<file path="src/hdl/dvts_pkg.sv">
// shared constants and types for the define-value token scanner
// no dependencies

package dvts_pkg;

    localparam int unsigned MAX_LENGTH = 255;

    localparam logic [7:0] CH_NUL    = 8'h00;
    localparam logic [7:0] CH_SEMI   = 8'h3B;
    localparam logic [7:0] CH_COMMA  = 8'h2C;
    localparam logic [7:0] CH_EQUALS = 8'h3D;
    localparam logic [7:0] CH_BSLASH = 8'h5C;
    localparam logic [7:0] CH_DQUOTE = 8'h22;
    localparam logic [7:0] CH_LPAREN = 8'h28;
    localparam logic [7:0] CH_RPAREN = 8'h29;
    localparam logic [7:0] CH_SQUOTE = 8'h27;
    localparam logic [7:0] CH_SPACE  = 8'h20;
    localparam logic [7:0] CH_TAB    = 8'h09;
    localparam logic [7:0] CH_CR     = 8'h0D;

    localparam logic [7:0] POS_MAX = 8'hFF;
    localparam logic [7:0] LEN_MAX = 8'(MAX_LENGTH);

    typedef enum logic [1:0] {
        CLS_PLAIN   = 2'd0,
        CLS_STRING  = 2'd1,
        CLS_LITERAL = 2'd2,
        CLS_BRACKET = 2'd3
    } scan_class_t;

    function automatic logic is_white(input logic [7:0] c);
        return (c == CH_SPACE) || ((c >= CH_TAB) && (c <= CH_CR));
    endfunction

endpackage

</file>
<file path="src/hdl/define_value_token_scanner_top.sv">
// define-value token scanner: splits a character stream into value tokens
// depends on dvts_pkg
//
//  channel | signals                          | direction | meaning
//  char    | char_valid, char_stall, char_in  | in        | one line character per transfer
//  token   | token_valid, token_stall, fields | out       | one finished token per transfer
//
// one character per clock sustained while char_stall is low; token_valid rises once
// the ending character has passed the input register, then the result register
// the scan state updates through short compare/add logic once per character
// char_stall rises only when a token is pending in the result register, the
// consumer stalls and the character held in the input register ends another token
// rst_n clears the scan state and both valid flags at once

module define_value_token_scanner_top
    import dvts_pkg::*;
(
    input  logic       clk,
    input  logic       rst_n,
    input  logic       char_valid,
    output logic       char_stall,
    input  logic [7:0] char_in,
    output logic       token_valid,
    input  logic       token_stall,
    output logic [7:0] token_start,
    output logic [7:0] token_length,
    output logic [7:0] terminator,
    output logic       token_empty,
    output logic       string_open,
    output logic       line_done
);

    // input register
    logic        in_valid_reg;
    logic [7:0]  char_reg;

    // scan state
    logic        in_token_reg, in_token_next;
    scan_class_t class_reg, class_next;
    logic        escape_reg, escape_next;
    logic [7:0]  raw_reg, raw_next;
    logic [7:0]  trail_reg, trail_next;
    logic [7:0]  pos_reg, pos_next;
    logic [7:0]  start_reg, start_next;

    // result register
    logic        out_valid_reg;
    logic [7:0]  res_start_reg, res_length_reg, res_term_reg;
    logic        res_empty_reg, res_sopen_reg, res_done_reg;

    // result of the current character
    logic        emit;
    logic [7:0]  emit_start, emit_length, emit_term;
    logic        emit_empty, emit_sopen, emit_done;

    logic        step_fire;
    logic        char_accept;

    // working values
    logic        white;
    logic        opener;
    logic        take;
    logic [7:0]  base_raw, base_trail;
    logic        base_escape;
    scan_class_t base_class;
    logic [9:0]  len_sum;
    logic [7:0]  pos_inc;

    always_comb
    begin
        white       = is_white(char_reg);
        opener      = (char_reg == CH_DQUOTE) || (char_reg == CH_SQUOTE) ||
                      (char_reg == CH_LPAREN);
        base_raw    = in_token_reg ? raw_reg : 8'd0;
        base_trail  = in_token_reg ? trail_reg : 8'd0;
        base_escape = in_token_reg ? escape_reg : 1'b0;
        base_class  = in_token_reg ? class_reg : CLS_PLAIN;
        pos_inc     = (pos_reg == POS_MAX) ? pos_reg : pos_reg + 8'd1;
        len_sum     = {2'b00, base_raw} + {2'b00, base_trail} + 10'd1;

        in_token_next = in_token_reg;
        class_next    = class_reg;
        escape_next   = escape_reg;
        raw_next      = raw_reg;
        trail_next    = trail_reg;
        pos_next      = pos_reg;
        start_next    = start_reg;
        take          = 1'b0;

        emit        = 1'b0;
        emit_start  = start_reg;
        emit_length = raw_reg;
        emit_term   = CH_NUL;
        emit_empty  = 1'b0;
        emit_sopen  = 1'b0;
        emit_done   = 1'b0;

        if (char_reg == CH_NUL)
        begin
            emit      = 1'b1;
            emit_done = 1'b1;
            if (in_token_reg)
            begin
                emit_sopen = (class_reg == CLS_STRING);
            end
            else
            begin
                emit_start  = 8'd0;
                emit_length = 8'd0;
                emit_empty  = 1'b1;
            end
            in_token_next = 1'b0;
            class_next    = CLS_PLAIN;
            escape_next   = 1'b0;
            raw_next      = 8'd0;
            trail_next    = 8'd0;
            pos_next      = 8'd0;
            start_next    = 8'd0;
        end
        else if (!in_token_reg && white)
        begin
            pos_next = pos_inc;
        end
        else
        begin
            in_token_next = 1'b1;
            start_next    = in_token_reg ? start_reg : pos_reg;
            escape_next   = base_escape;
            class_next    = base_class;
            raw_next      = base_raw;
            trail_next    = base_trail;
            pos_next      = pos_inc;
            take          = 1'b1;
            if (!in_token_reg && opener)
            begin
                // first character picks the quoting mode
                if (char_reg == CH_DQUOTE)
                    class_next = CLS_STRING;
                else if (char_reg == CH_SQUOTE)
                    class_next = CLS_LITERAL;
                else
                    class_next = CLS_BRACKET;
            end
            else
            begin
                case (base_class)
                    CLS_STRING:
                    begin
                        if (char_reg == CH_BSLASH)
                            escape_next = !base_escape;
                        else
                        begin
                            if ((char_reg == CH_DQUOTE) && !base_escape)
                                class_next = CLS_PLAIN;
                            escape_next = 1'b0;
                        end
                    end
                    CLS_LITERAL:
                    begin
                        if (char_reg == CH_SQUOTE)
                            class_next = CLS_PLAIN;
                    end
                    CLS_BRACKET:
                    begin
                        if (char_reg == CH_RPAREN)
                            class_next = CLS_PLAIN;
                    end
                    default:
                    begin
                        if ((char_reg == CH_SEMI) || (char_reg == CH_COMMA) ||
                            (char_reg == CH_EQUALS))
                        begin
                            emit          = 1'b1;
                            emit_start    = start_next;
                            emit_length   = base_raw;
                            emit_term     = char_reg;
                            in_token_next = 1'b0;
                            escape_next   = 1'b0;
                            raw_next      = 8'd0;
                            trail_next    = 8'd0;
                            take          = 1'b0;
                        end
                    end
                endcase
            end

            if (take)
            begin
                if (white)
                begin
                    if (base_trail != POS_MAX)
                        trail_next = base_trail + 8'd1;
                end
                else
                begin
                    // pending white space counts once a later character follows
                    raw_next   = (len_sum > 10'(MAX_LENGTH)) ? LEN_MAX : len_sum[7:0];
                    trail_next = 8'd0;
                end
            end
        end
    end

    // a character that ends a token needs the result register free
    assign step_fire   = in_valid_reg && (!emit || !out_valid_reg || !token_stall);
    assign char_stall  = in_valid_reg && !step_fire;
    assign char_accept = char_valid && !char_stall;

    always_ff @(posedge clk or negedge rst_n)
    begin
        if (!rst_n)
        begin
            in_valid_reg  <= 1'b0;
            in_token_reg  <= 1'b0;
            class_reg     <= CLS_PLAIN;
            escape_reg    <= 1'b0;
            raw_reg       <= 8'd0;
            trail_reg     <= 8'd0;
            pos_reg       <= 8'd0;
            start_reg     <= 8'd0;
            out_valid_reg <= 1'b0;
        end
        else
        begin
            if (char_accept)
                in_valid_reg <= 1'b1;
            else if (step_fire)
                in_valid_reg <= 1'b0;

            if (step_fire)
            begin
                in_token_reg <= in_token_next;
                class_reg    <= class_next;
                escape_reg   <= escape_next;
                raw_reg      <= raw_next;
                trail_reg    <= trail_next;
                pos_reg      <= pos_next;
                start_reg    <= start_next;
            end

            if (step_fire && emit)
                out_valid_reg <= 1'b1;
            else if (!token_stall)
                out_valid_reg <= 1'b0;
        end
    end

    always_ff @(posedge clk)
    begin
        if (char_accept)
            char_reg <= char_in;

        if (step_fire && emit)
        begin
            res_start_reg  <= emit_start;
            res_length_reg <= emit_length;
            res_term_reg   <= emit_term;
            res_empty_reg  <= emit_empty;
            res_sopen_reg  <= emit_sopen;
            res_done_reg   <= emit_done;
        end
    end

    assign token_valid  = out_valid_reg;
    assign token_start  = res_start_reg;
    assign token_length = res_length_reg;
    assign terminator   = res_term_reg;
    assign token_empty  = res_empty_reg;
    assign string_open  = res_sopen_reg;
    assign line_done    = res_done_reg;

endmodule

</file>
<file path="config.mk">
export PLATFORM = sky130hd
export DESIGN_NAME = define_value_token_scanner_top
export DESIGN_NICKNAME = d
export VERILOG_FILES = /design/src/hdl/dvts_pkg.sv /design/src/hdl/define_value_token_scanner_top.sv
export SDC_FILE = /design/constraint.sdc
export NUM_CORES = 1
export LEC_CHECK = 0
export BUFFER_PORTS_ARGS = -buffer_cell sky130_fd_sc_hd__buf_2
export CORE_MARGIN = 4
export CORE_UTILIZATION = 48
export DETAILED_ROUTE_END_ITERATION = 12
export HOLD_SLACK_MARGIN = 0.06
export PLACE_DENSITY_LB_ADDON = 0.1
export REMOVE_ABC_BUFFERS = 1
export SETUP_SLACK_MARGIN = 0.15
export SYNTH_ARGS = -nofsm -noshare
export SYNTH_HDL_FRONTEND = slang
export SYNTH_SLANG_ARGS = --single-unit
</file>
<file path="constraint.sdc">
create_clock -name clk -period 5.65 [get_ports clk]
set_clock_uncertainty 0.15 [all_clocks]
set_input_delay 0.8475 -clock clk [delete_from_list [all_inputs] [get_ports clk]]
set_output_delay 0.8475 -clock clk [all_outputs]
set_load 0.1 [all_outputs]
</file>
==> metrics.txt <==
status=finished clean; Worst-path clk slew=~0.08 ns; Hold Path Depth=1; Data arrival, critical path=between 2 and 3 ns; asr flop ratio synth=0.5205; clk root buf=clkbuf_8; row count=32; CTS tree=done; sequential share of the synthesized area=0.5183; final setup fails=0; unrepaired setup endpoints after global routing=no; boundary pin count=41; HP Start=start_reg[5]$_DFFE_PN0P_; Core ar.=7767 µm²; die extent in x=97.71 µm; largest net degree at the start of global routing=39; number of post-CTS setup repair buffers=0; Fillers=693; R2R setup slack=2.46 ns; die area=9546 µm²; CP Capture Type=primary output; Initial Util=0.4973; hold_buf cts=0; Worst R2R End=raw_reg[6]$_DFFE_PN0P_; Worst Path Required=around 4.7 ns; Reg2Reg Depth=7; crit path kind=reg2out; htree depth=3; Avg Cell Area, Syn=10.50 µm²; dpl cells=488; Final TNS setup=0 ns; Leak=between 1.5 and 2 nW; Via Count=around 2900; Ys Warns=0; grt ovf=0; max_slew headroom=0.4088; mapped cell area=3862 µm²; clk_lat worst skew=0.35 ns; clk buf depth=2; Die Height=roughly 98 µm; register area=2002 µm²; final wirelength=8118 µm; routability cong.=just under 0.9; vias in the first global route=2795; Multi-input gate area=1712 µm²; peak supply drop=0.1318 mV; DRC viols=0; detailed-route vias per instance=around 5.8; fmax=261.7 MHz; top cells by count, synth=dfrtp_1, nand2_1, edfxtp_1, a21oi_1, nor2_1; routed len/inst=16.11 µm; Finished Layout Cells=between 500 and 600; Post-synth EDFFs=35; Main synth FF type=dfrtp_1; CTS Buf Count=9; Hold Crit Class=reg2reg; Port Buf Inserts=40; Yosys top cell by area=edfxtp_1; Yosys reg bits=73; Post-DRT Antenna Nets=0; post-CTS sizing=0; number of DRC markers in iteration 0=185; Hold Path Sink=start_reg[5]$_DFFE_PN0P_; Clock Sinks=73; fin crit share=0.6764; worst-margin pin slew=between 0.8 and 0.9 ns; post-synth top area share=0.2721; WHS=0.3510 ns; Final Critical Period=3.822 ns; antenna violations before repair=0; Hold Vio Cnt, Final=0; maxcap violations=0; DR pass1 iterations=4; ant diodes=0; GRT Total Usage=0.1769; synth-to-layout area growth=10.46%; Nets=414; largest cells by area after synthesis=edfxtp_1, dfrtp_1, nand2_1, a22o_1, a21oi_1; global-route wire length before repair=around 14000 µm; reg2reg start=char_reg[1]$_DFFE_PP_; max-slew violations=0; crit-path max FO=14; DP Wirelength=~5600 µm; PD cells=323.6 nW/µm²; layout cells sized above 1=0.1841; Netlist cell types=67; Critical Path Source Type=flip-flop; Syn Inst Count=368
==> worst max-delay path by stage <==
stage          cells past startpoint                  start         end
2_1_floorplan                      6  char_reg[1]$_DFFE_PP_  char_stall
3_3_place_gp                       7  char_reg[1]$_DFFE_PP_  char_stall
3_5_place_dp                       7  char_reg[1]$_DFFE_PP_  char_stall
4_1_cts                            7  char_reg[1]$_DFFE_PP_  char_stall
5_1_grt                            7  char_reg[1]$_DFFE_PP_  char_stall
6_report                           7  char_reg[1]$_DFFE_PP_  char_stall
==> final cells by class <==
| type | instances | area share |
|---|---|---|
| Tap cell | 102 | 0.02991 |
| Multi-Input combinational cell | 263 | 0.4012 |
| Timing Repair Buffer | 42 | 0.05044 |
| Sequential cell | 73 | 0.4692 |
| Clock inverter | 6 | 0.009971 |
| Clock buffer | 10 | 0.03226 |
| Inverter | 8 | 0.007038 |
==> worst max-delay path: stages, from the launching register on <==
cell and delay (ns):
edfxtp_1 0.52, nor4_1 0.40, nand3b_1 0.45, a21o_1 0.40, nor2_1 0.12, nand2_1 0.09
inv_1 0.08, buf_2 0.42
==> layout by cell type (no fill, tap or decap), types with 4 or more instances in the layout <==
cell type and count:
o21ai_0 16, nand2_1 38, a21oi_1 24, a31oi_1 5
nand2b_1 4, xnor2_1 6, buf_2 40, and3_1 5
a21o_1 4, o31ai_1 6, o21a_1 4, nor2_1 23
nand4_1 4, ha_1 5, nor3_1 6, dfrtp_1 38
xor2_1 7, clkbuf_8 10, and2_1 15, nand3_1 13
edfxtp_1 35, a22o_1 16, inv_1 6
==> metal layers <==
metal | GRT usage | up-vias | routed length [µm]
li1 | - | 1436 | -
met5 | 0 | - | 0
met2 | 0.2752 | 85 | 3697
met1 | 0.2418 | 1374 | 3864
met4 | 0.08626 | 0 | 157
met3 | 0.02872 | 14 | 399
==> metrics by stage <==
step | total power [mW] | area (µm²) | setup WS (ns) | utilization
CTS | 1.389 | 4267 | 1.826 | 0.5493
detailed placement | 1.016 | 4086 | 2.228 | 0.5261
finish | 1.381 | 4267 | 1.828 | 0.5493
global placement | 1.010 | 4086 | 2.254 | 0.5261
global route | 1.465 | 4267 | 1.567 | 0.5493
floorplan | 0.9395 | 3744 | 2.404 | -
==> cell families after synthesis <==
group                      after synthesis  synth area share
adders and majority gates                7           0.02138
DFF                                     73            0.5183
other                                    1         0.0009709
buffers and inverters                   33           0.03952
xor gates and xnor gates                13           0.02948
and+or+nand+nor                        136            0.1957
AOI/OAI and AO/OA                      104            0.1921
muxes                                    1          0.002592
==> power breakdown <==
group | internal (mW) | switching, mW
Sequential | 0.629 | 0.0956
Combinational | 0.137 | 0.149
Clock | 0.172 | 0.199
Total | 0.937 | 0.443
No activity file was read; power rests on OpenSTA's default activity.
